--- src/sv/gradient_noise_2d_core_defines.svh ---
// Assertion macros for the 2D gradient noise core.
// Included by files that carry concurrent assertions; no other dependencies.
`ifndef GRADIENT_NOISE_2D_CORE_DEFINES_SVH
`define GRADIENT_NOISE_2D_CORE_DEFINES_SVH
`ifndef SYNTH
`define GN_ASSERT_IMPL(label, clk, rst, prop) \
   label: assert property (@(posedge clk) disable iff (rst) prop) else $error("%m failed");
`define GN_ASSERT_NORST(label, clk, prop) \
   label: assert property (@(posedge clk) prop) else $error("%m failed");
`else
`define GN_ASSERT_IMPL(label, clk, rst, prop)
`define GN_ASSERT_NORST(label, clk, prop)
`endif
`endif

--- src/sv/gn2d_pkg.sv ---
// Shared constants, types and functions of the 2D gradient noise core.
// No dependencies.
package gn2d_pkg;
   localparam int COORD_FRAC_BITS_DEF = 16;
   localparam int GRAD_SLOTS_DEF      = 128;
   localparam int NUM_VERTS           = 4;
   localparam int STAGES              = 13;

   localparam logic signed [63:0] ONE_Q30    = 64'sd1073741824;
   localparam logic signed [63:0] SKEW_Q30   = 64'sd393016785;
   localparam logic signed [63:0] UNSKEW_Q30 = -64'sd226908346;
   localparam logic signed [63:0] RSQ_Q30    = 64'sd715827882;
   localparam logic signed [63:0] INVNORM_Q16 = 64'sd1195505;
   localparam logic [63:0] PRIME_X  = 64'h5205402B9270C86F;
   localparam logic [63:0] PRIME_Y  = 64'h598CD327003817B5;
   localparam logic [63:0] HASH_SCRAMBLE = 64'h53A3F72DEEC546F5;

   typedef logic signed [63:0] s64_type;
   typedef logic [63:0]        u64_type;

   typedef struct packed {
      logic signed [25:0] gx;
      logic signed [25:0] gy;
   } grad_type;

   function automatic grad_type grad_lut(input logic [4:0] idx);
      localparam logic signed [25:0] GA = 26'sd6420363;
      localparam logic signed [25:0] GB = 26'sd15500126;
      localparam logic signed [25:0] GC = 26'sd2189866;
      localparam logic signed [25:0] GD = 26'sd10213322;
      localparam logic signed [25:0] GE = 26'sd13310260;
      localparam logic signed [25:0] GF = 26'sd16633685;
      grad_type g;
      case (idx)
         5'd0:  g = '{GA, GB};   5'd1:  g = '{GB, GA};
         5'd2:  g = '{GB, -GA};  5'd3:  g = '{GA, -GB};
         5'd4:  g = '{-GA, -GB}; 5'd5:  g = '{-GB, -GA};
         5'd6:  g = '{-GB, GA};  5'd7:  g = '{-GA, GB};
         5'd8:  g = '{GC, GF};   5'd9:  g = '{GD, GE};
         5'd10: g = '{GE, GD};   5'd11: g = '{GF, GC};
         5'd12: g = '{GF, -GC};  5'd13: g = '{GE, -GD};
         5'd14: g = '{GD, -GE};  5'd15: g = '{GC, -GF};
         5'd16: g = '{-GC, -GF}; 5'd17: g = '{-GD, -GE};
         5'd18: g = '{-GE, -GD}; 5'd19: g = '{-GF, -GC};
         5'd20: g = '{-GF, GC};  5'd21: g = '{-GE, GD};
         5'd22: g = '{-GD, GE};  default: g = '{-GC, GF};
      endcase
      return g;
   endfunction

   // 7-bit slot mod 24 without a divider
   function automatic logic [4:0] slot_mod24(input logic [6:0] s);
      logic [6:0] r;
      r = s;
      if (r >= 7'd96) r = r - 7'd96;
      if (r >= 7'd48) r = r - 7'd48;
      if (r >= 7'd24) r = r - 7'd24;
      return r[4:0];
   endfunction
endpackage

--- src/sv/gn2d_front.sv ---
// Skew, floor, unskew and vertex selection for one coordinate pair.
// Three register stages on the shared stall enable; depends on gn2d_pkg.
module gn2d_front
   import gn2d_pkg::*;
#(
   parameter int COORD_FRAC_BITS = COORD_FRAC_BITS_DEF
) (
   input  logic               clock,
   input  logic               advance,
   input  logic signed [31:0] coord_x,
   input  logic signed [31:0] coord_y,
   output s64_type            dx_out [NUM_VERTS],
   output s64_type            dy_out [NUM_VERTS],
   output s64_type            cx_out [NUM_VERTS],
   output s64_type            cy_out [NUM_VERTS],
   output logic [NUM_VERTS-1:0] always_out
);
   localparam int P = COORD_FRAC_BITS + 30;
   localparam logic signed [29:0] SKEW_K   = 30'sd393016785;
   localparam logic signed [28:0] UNSKEW_K = -29'sd226908346;
   logic signed [32:0] xy_sum;
   always_comb xy_sum = 33'(coord_x) + 33'(coord_y);
   s64_type xs_ff, ys_ff;
   always_ff @(posedge clock) if (advance) begin
      xs_ff <= (s64_type'(coord_x) <<< 30) + xy_sum * SKEW_K;
      ys_ff <= (s64_type'(coord_y) <<< 30) + xy_sum * SKEW_K;
   end
   s64_type xsb_ff, ysb_ff, xi_ff, yi_ff, t_ff;
   u64_type mask;
   s64_type xi_c, yi_c;
   logic signed [31:0] ij_sum;
   always_comb mask = (u64_type'(1) << P) - 64'd1;
   always_comb begin
      xi_c   = s64_type'((u64_type'(xs_ff) & mask) >> COORD_FRAC_BITS);
      yi_c   = s64_type'((u64_type'(ys_ff) & mask) >> COORD_FRAC_BITS);
      ij_sum = xi_c[31:0] + yi_c[31:0];
   end
   always_ff @(posedge clock) if (advance) begin
      xsb_ff <= xs_ff >>> P;
      ysb_ff <= ys_ff >>> P;
      xi_ff  <= xi_c;
      yi_ff  <= yi_c;
      t_ff   <= (ij_sum * UNSKEW_K) >>> 30;
   end
   logic signed [2:0] vi [NUM_VERTS];
   logic signed [2:0] vj [NUM_VERTS];
   always_comb begin
      vi[0] = 3'sd0; vj[0] = 3'sd0; vi[1] = 3'sd1; vj[1] = 3'sd1;
      if (t_ff < UNSKEW_Q30) begin
         if (2 * xi_ff - yi_ff > ONE_Q30) begin vi[2] = 3'sd2; vj[2] = 3'sd1; end
         else begin vi[2] = 3'sd0; vj[2] = 3'sd1; end
         if (2 * yi_ff - xi_ff > ONE_Q30) begin vi[3] = 3'sd1; vj[3] = 3'sd2; end
         else begin vi[3] = 3'sd1; vj[3] = 3'sd0; end
      end else begin
         if (2 * xi_ff - yi_ff < 0) begin vi[2] = -3'sd1; vj[2] = 3'sd0; end
         else begin vi[2] = 3'sd1; vj[2] = 3'sd0; end
         if (2 * yi_ff < xi_ff) begin vi[3] = 3'sd0; vj[3] = -3'sd1; end
         else begin vi[3] = 3'sd0; vj[3] = 3'sd1; end
      end
   end
   always_ff @(posedge clock) if (advance) begin
      for (int k = 0; k < NUM_VERTS; k++) begin
         dx_out[k] <= xi_ff + t_ff - (vi[k] * ONE_Q30
                      + (vi[k] + vj[k]) * UNSKEW_Q30);
         dy_out[k] <= yi_ff + t_ff - (vj[k] * ONE_Q30
                      + (vi[k] + vj[k]) * UNSKEW_Q30);
         cx_out[k] <= xsb_ff + s64_type'(vi[k]);
         cy_out[k] <= ysb_ff + s64_type'(vj[k]);
      end
      always_out <= 4'b0011;
   end
endmodule

--- config.mk ---
export PLATFORM = sky130hd
export DESIGN_NAME = gn2d_front
export DESIGN_NICKNAME = d
export VERILOG_FILES = /design/src/sv/gradient_noise_2d_core_defines.svh /design/src/sv/gn2d_pkg.sv /design/src/sv/gn2d_front.sv
export SDC_FILE = /design/constraint.sdc
export NUM_CORES = 2
export LEC_CHECK = 0
export ABC_AREA = 0
export CAP_MARGIN = 40
export CORE_AREA = 3 3 430 432
export CTS_BUF_LIST = sky130_fd_sc_hd__clkbuf_4 sky130_fd_sc_hd__clkbuf_8 sky130_fd_sc_hd__clkbuf_16
export DETAILED_ROUTE_END_ITERATION = 10
export DIE_AREA = 0 0 433 435
export DONT_BUFFER_PORTS = 1
export PLACE_DENSITY = 0.67
export SLEW_MARGIN = 20
export SYNTH_ARGS = -nofsm -noshare
export SYNTH_HDL_FRONTEND = slang
export SYNTH_SLANG_ARGS = --single-unit
--- constraint.sdc ---
create_clock -name clock -period 24.2 [get_ports clock]
set_input_delay 0 -clock clock [delete_from_list [all_inputs] [get_ports clock]]
set_output_delay 0 -clock clock [all_outputs]
set_load 0.01 [all_outputs]
# Word-level counts from Yosys, hierarchy flattened
# Index checks and enable logic that the tools add are counted.
[classes]
add_sub_neg = 26
n_mul = 4
div_mod_pow = 0
magnitude_cmp = 5
eq_ne = 0
n_shift = 0
muxes = 6
bitwise = 0
n_reduce_logical = 0
[op_table]
columns = ["cell", "count"]
rows = [
  ["32-bit by 34-bit subtractor with 35-bit output", 4],
  ["62-bit by 63-bit adder with 64-bit output", 2],
  ["33-bit by 33-bit adder with 34-bit output", 3],
  ["32-bit by 31-bit subtractor with 33-bit output (second input constant)", 2],
  ["31-bit by 31-bit adder with 32-bit output", 2],
  ["32-bit greater-than comparator (second input constant)", 2],
  ["4-bit by 28-bit multiplier with 32-bit output (second input constant)", 2],
  ["31-bit by 30-bit subtractor with 32-bit output", 2],
  ["33-bit by 30-bit multiplier with 63-bit output (second input constant)", 1],
  ["32-bit by 28-bit multiplier with 60-bit output (second input constant)", 1],
  ["18-bit by 3-bit adder with 19-bit output", 3],
  ["18-bit by 2-bit adder with 19-bit output (second input constant)", 2],
  ["32-bit by 33-bit adder with 34-bit output", 1],
  ["32-bit by 32-bit adder with 33-bit output", 1],
  ["32-bit by 1-bit < comparator with 1-bit output (second input constant)", 1],
  ["30-bit by 30-bit adder with 31-bit output", 1],
  ["31-bit by 29-bit < comparator with 1-bit output (second input constant)", 1],
  ["31-bit by 30-bit < comparator with 1-bit output", 1],
  ["18-bit by 2-bit adder with 19-bit output", 1],
  ["3-bit 2-to-1 mux", 2],
  ["6-bit 2-to-1 mux", 1],
  ["3-bit by 2-bit adder with 4-bit output", 1],
  ["3-bit by 3-bit adder with 4-bit output", 1],
  ["2-bit 2-to-1 mux", 2],
  ["4-bit 2-to-1 mux", 1],
]
[totals]
ff_bits = 1123
latchBits = 0
ramBits = 0
rom_bits = 0
input_bits = 66
output_inout_bits = 1028
word_cells = 64
memories = 0

# Depth between registers and ports, before layout
[depth]
word_depth = 8
mapped_depth = 50

# Worst setup path after synthesis
# Ideal clock, no wire load.
[synth_path]
kind = "input-to-reg"
from = "input port coord_x[0]"
to = "register xs_ff[63], data pin"
arrival_time_ns = 11.106
setup_slack_ns = 12.839
stages = 43
n_path_buf = 0
cell_sequence = "ha_1 inv_1 fa_1 nor2b_1 o31ai_1 a211o_1 a211oi_1 o21a_1 a21oi_1 a31o_2 or3_1 a32o_1 ha_1 inv_1 xnor2_1 ha_1 inv_1 fa_1 [7 not listed] and4_1 and2_1 a21oi_1 o21a_1 o21ai_0 o41ai_1 o21ai_0 and2_1 o41ai_1 xnor2_1 ha_1 nand3_1 o31a_1 o211ai_1 nand3_1 a31oi_1 o21ai_0 a31o_2"
[synth_via]
elab_chain_len = 3
[synth_rtl]
columns = ["element", "line", "rtl"]
rows = [
  ["start: declaration", "gn2d_front.sv:10", "input logic signed [31:0] coord_x,"],
  ["32-bit by 32-bit adder with 33-bit output", "gn2d_front.sv:22", "always_comb xy_sum = 33'(coord_x) + 33'(coord_y);"],
  ["33-bit by 30-bit multiplier with 63-bit output", "gn2d_front.sv:25", "xs_ff <= (s64_type'(coord_x) <<< 30) + xy_sum * SKEW_K;"],
  ["62-bit by 63-bit adder with 64-bit output *", "gn2d_front.sv:25", ""],
  ["end signal: assignment", "gn2d_front.sv:25", ""],
  ["end: declaration", "gn2d_front.sv:23", "s64_type xs_ff, ys_ff;"],
]
# Every way passes the cells marked *; elsewhere a longest branch is shown, timed or not.
# A chain may end at the register's enable or synchronous reset.

# Worst setup path after layout
[layout_path]
from = "input port coord_x[1]"
to = "register xs_ff[51], data pin"
# Same word-level chain as after synthesis.

==> out/metrics.csv <==
metric,value,unit
synth_edf_count,554,
hold_class,input pin to register,
h-tree-depth,3,
startpoint,coord_x[1],
num_vias,50300,
synth_top_family_by_area,adder cells,
tightest_slew,0.978,ns
required,24.65,ns
drive_above_1_share,4.83,%
cp-endpoint,xs_ff[51]$_DFFE_PP_,
setup_ws,11.10,ns
dieArea,188000,um2
met3_usage,5.50,%
cpPeakStageDelay,0.64,ns
synth_mux_area_share,0.153,%
synth_xor_area_share,5.34,%
place.gp.congestion,0.973,
synth-main-ff-cell,edfxtp_1,
nets,8884,
core_area,181000,um2
die_h,435,um
yosysUniqueCellTypes,91,
yosysMostFrequentCell,inv_1,
grt.met2_usage,40.2,%
setup_viol,0,
status,completed,
finClkSkew,0.0494,ns
reg2reg_to,t_ff[24]$_DFFE_PP_,
antenna_found_initial,23,
slew_violations,0,
syn_area,74200,um2
clock-sinks,554,
pin_count,1094,
routed_wl,233000,um
synth_top_area_share,22.4,%
first_iter_violations,3704,
synth_compound_area_share,10.4,%
synthAdderAreaFrac,40.9,%
grt_max_degree,352,
hpwlAfterDp,196000,um
cpMostUsedCell,o21ai_0,
setup-tns-final,0,ns
portBuffers,0,
clockBufferDepth,3,
ys_ff_latch,554,
clk_latency,0.71,ns
regToRegSetupSlack,13.38,ns
yosys-top-cells-count,"inv_1 (1,474), ha_1 (1,163), fa_1 (791), buf_4 (669), edfxtp_1 (554)",
clkTransAtPathRegs,0.05,ns
cts_made_buffers,68,
pre_cts_slack,11.07,ns
slew_headroom,34.4,%
cts_tree,yes,
cts_setup_buffers,0,
crit_path_start_kind,input pin,
whs,0.263,ns
num_rows,156,
netlist_top_cells_area,"edfxtp_1 (22%), fa_1 (21%), ha_1 (20%)",
ys_warn_count,0,
avgSynthCellArea,10.2,um2
drtPass1Iterations,6,
wl_per_cell,25.0,um
drv_cap,0,
start_util,41.0,%
synthCells,7264,
multi_input_area,47000,um2
areaGrowthSynthToFinish,3.60,%
grt_pass1_wl,340000,um
cts-resized-gates,0,
async_reset_ff_share,0,%
clock-root-buffer,clkbuf_16,
ant_nets,0,
critPathSlowestCell,xor2_1,
critPathCaptureType,register,
finalCriticalPeriod,13.10,ns
top_usage_layer,met2,
synth-simple-area-share,6.25,%
reg2reg_depth,34,
reg2reg_from,xs_ff[30]$_DFFE_PP_,
finalHoldViolations,0,
overflow,0,
hold_buffers,103,
crit_fanout,6,
seq_area,16600,um2
synth_top_area_cell,edfxtp_1,
avgViaCountPerCell,5.41,
grt_pass1_vias,51900,
met1_usage,30.9,%
die_x,433,um
cp.arrival,13.55,ns
rsz0062_at_grt,no,
drc_errors,0,
synth_seq_area_share,22.4,%
fmax,0.0763,GHz
grt.total_usage,24.5,%
finalCritPeriodShare,54.1,%
critPathKind,input pin to register,
n_fill_cell,17000,
[worst min-delay path by stage]
stage | from | end | cells after the start
floorplan | advance | cx_out[0]$_DFFE_PP_ | 0
global placement | coord_x[0] | xs_ff[30]$_DFFE_PP_ | 1
detailed placement | coord_x[0] | xs_ff[30]$_DFFE_PP_ | 1
CTS | advance | yi_ff[28]$_DFFE_PP_ | 1
global route | coord_x[0] | xs_ff[30]$_DFFE_PP_ | 2
finish | coord_y[0] | ys_ff[30]$_DFFE_PP_ | 2
[layout by cell type (no fill, tap or decap), drive strengths merged, types with 57 or more instances in the layout]
cell,instances
a21oi,327
o21ai,199
buf,137
inv,1484
dlygate4sd3,102
a31oi,57
nor3,75
edfxtp,554
fa,791
a21o,191
ha,1163
xnor2,314
nand2,214
clkbuf,76
nand3,92
xor2,138
nor2,225
o21a,64
[cell type report]
| cell class | instances | area share (%) |
|---|---|---|
| Antenna cell | 27 | 0.0878 |
| Clock buffer | 73 | 2.26 |
| Clock inverter | 46 | 0.608 |
| Inverter | 1478 | 7.21 |
| Multi-Input combinational cell | 4520 | 61.1 |
| Sequential cell | 554 | 21.6 |
| Tap cell | 2370 | 3.85 |
| Timing Repair Buffer | 242 | 3.28 |
[critical path, delay by kind of cell]
kind / cells / cell delay, ns
AO/OA/AOI/OAI: 23 / 5.85
adder cells (fa/ha/maj): 11 / 4.74
buffers and inverters: 5 / 1.08
XOR/XNOR: 3 / 1.03
AND/OR/NAND/NOR: 4 / 0.82
[kinds of logic (layout without fill, tap and decap cells)]
kind of cell    after synthesis  after routing
buf+inv                    2192           1839
fa+ha+maj                  1954           1954
compound gates             1170           1170
simple gates                929            929
flops                       554            554
xor+xnor                    452            452
mux                          11             11
other cells                   2             31
[flip-flops by register name, summed over array words and instances (netlist names)]
| signal | cells |
|---|---|
| dy_out | 118 |
| dx_out | 91 |
| cx_out | 75 |
| cy_out | 75 |
| xs_ff | 48 |
| ys_ff | 34 |
| t_ff | 31 |
| yi_ff | 30 |
| xsb_ff | 18 |
| ysb_ff | 18 |
| xi_ff | 16 |
[metal layers]
metal / vias to the layer above / share of wire (%)
met5: - / 0.012
li1: 22800 / -
met4: 4 / 4.9
met1: 25100 / 41
met3: 463 / 7.8
met2: 1975 / 47
[per-stage QoR]
stage / cells / area (um2) / util [%]
2_1_floorplan: 7266 / 74300 / -
3_3_place_gp: 9021 / 73100 / 40.4
3_5_place_dp: 9050 / 73400 / 40.6
4_1_cts: 9272 / 76700 / 42.4
5_1_grt: 9306 / 76900 / 42.5
6_report: 9310 / 76900 / 42.5
Power is left out: the tool's default activity adds up to more than one toggle a clock period on the data nets, which glitch-free logic cannot reach.
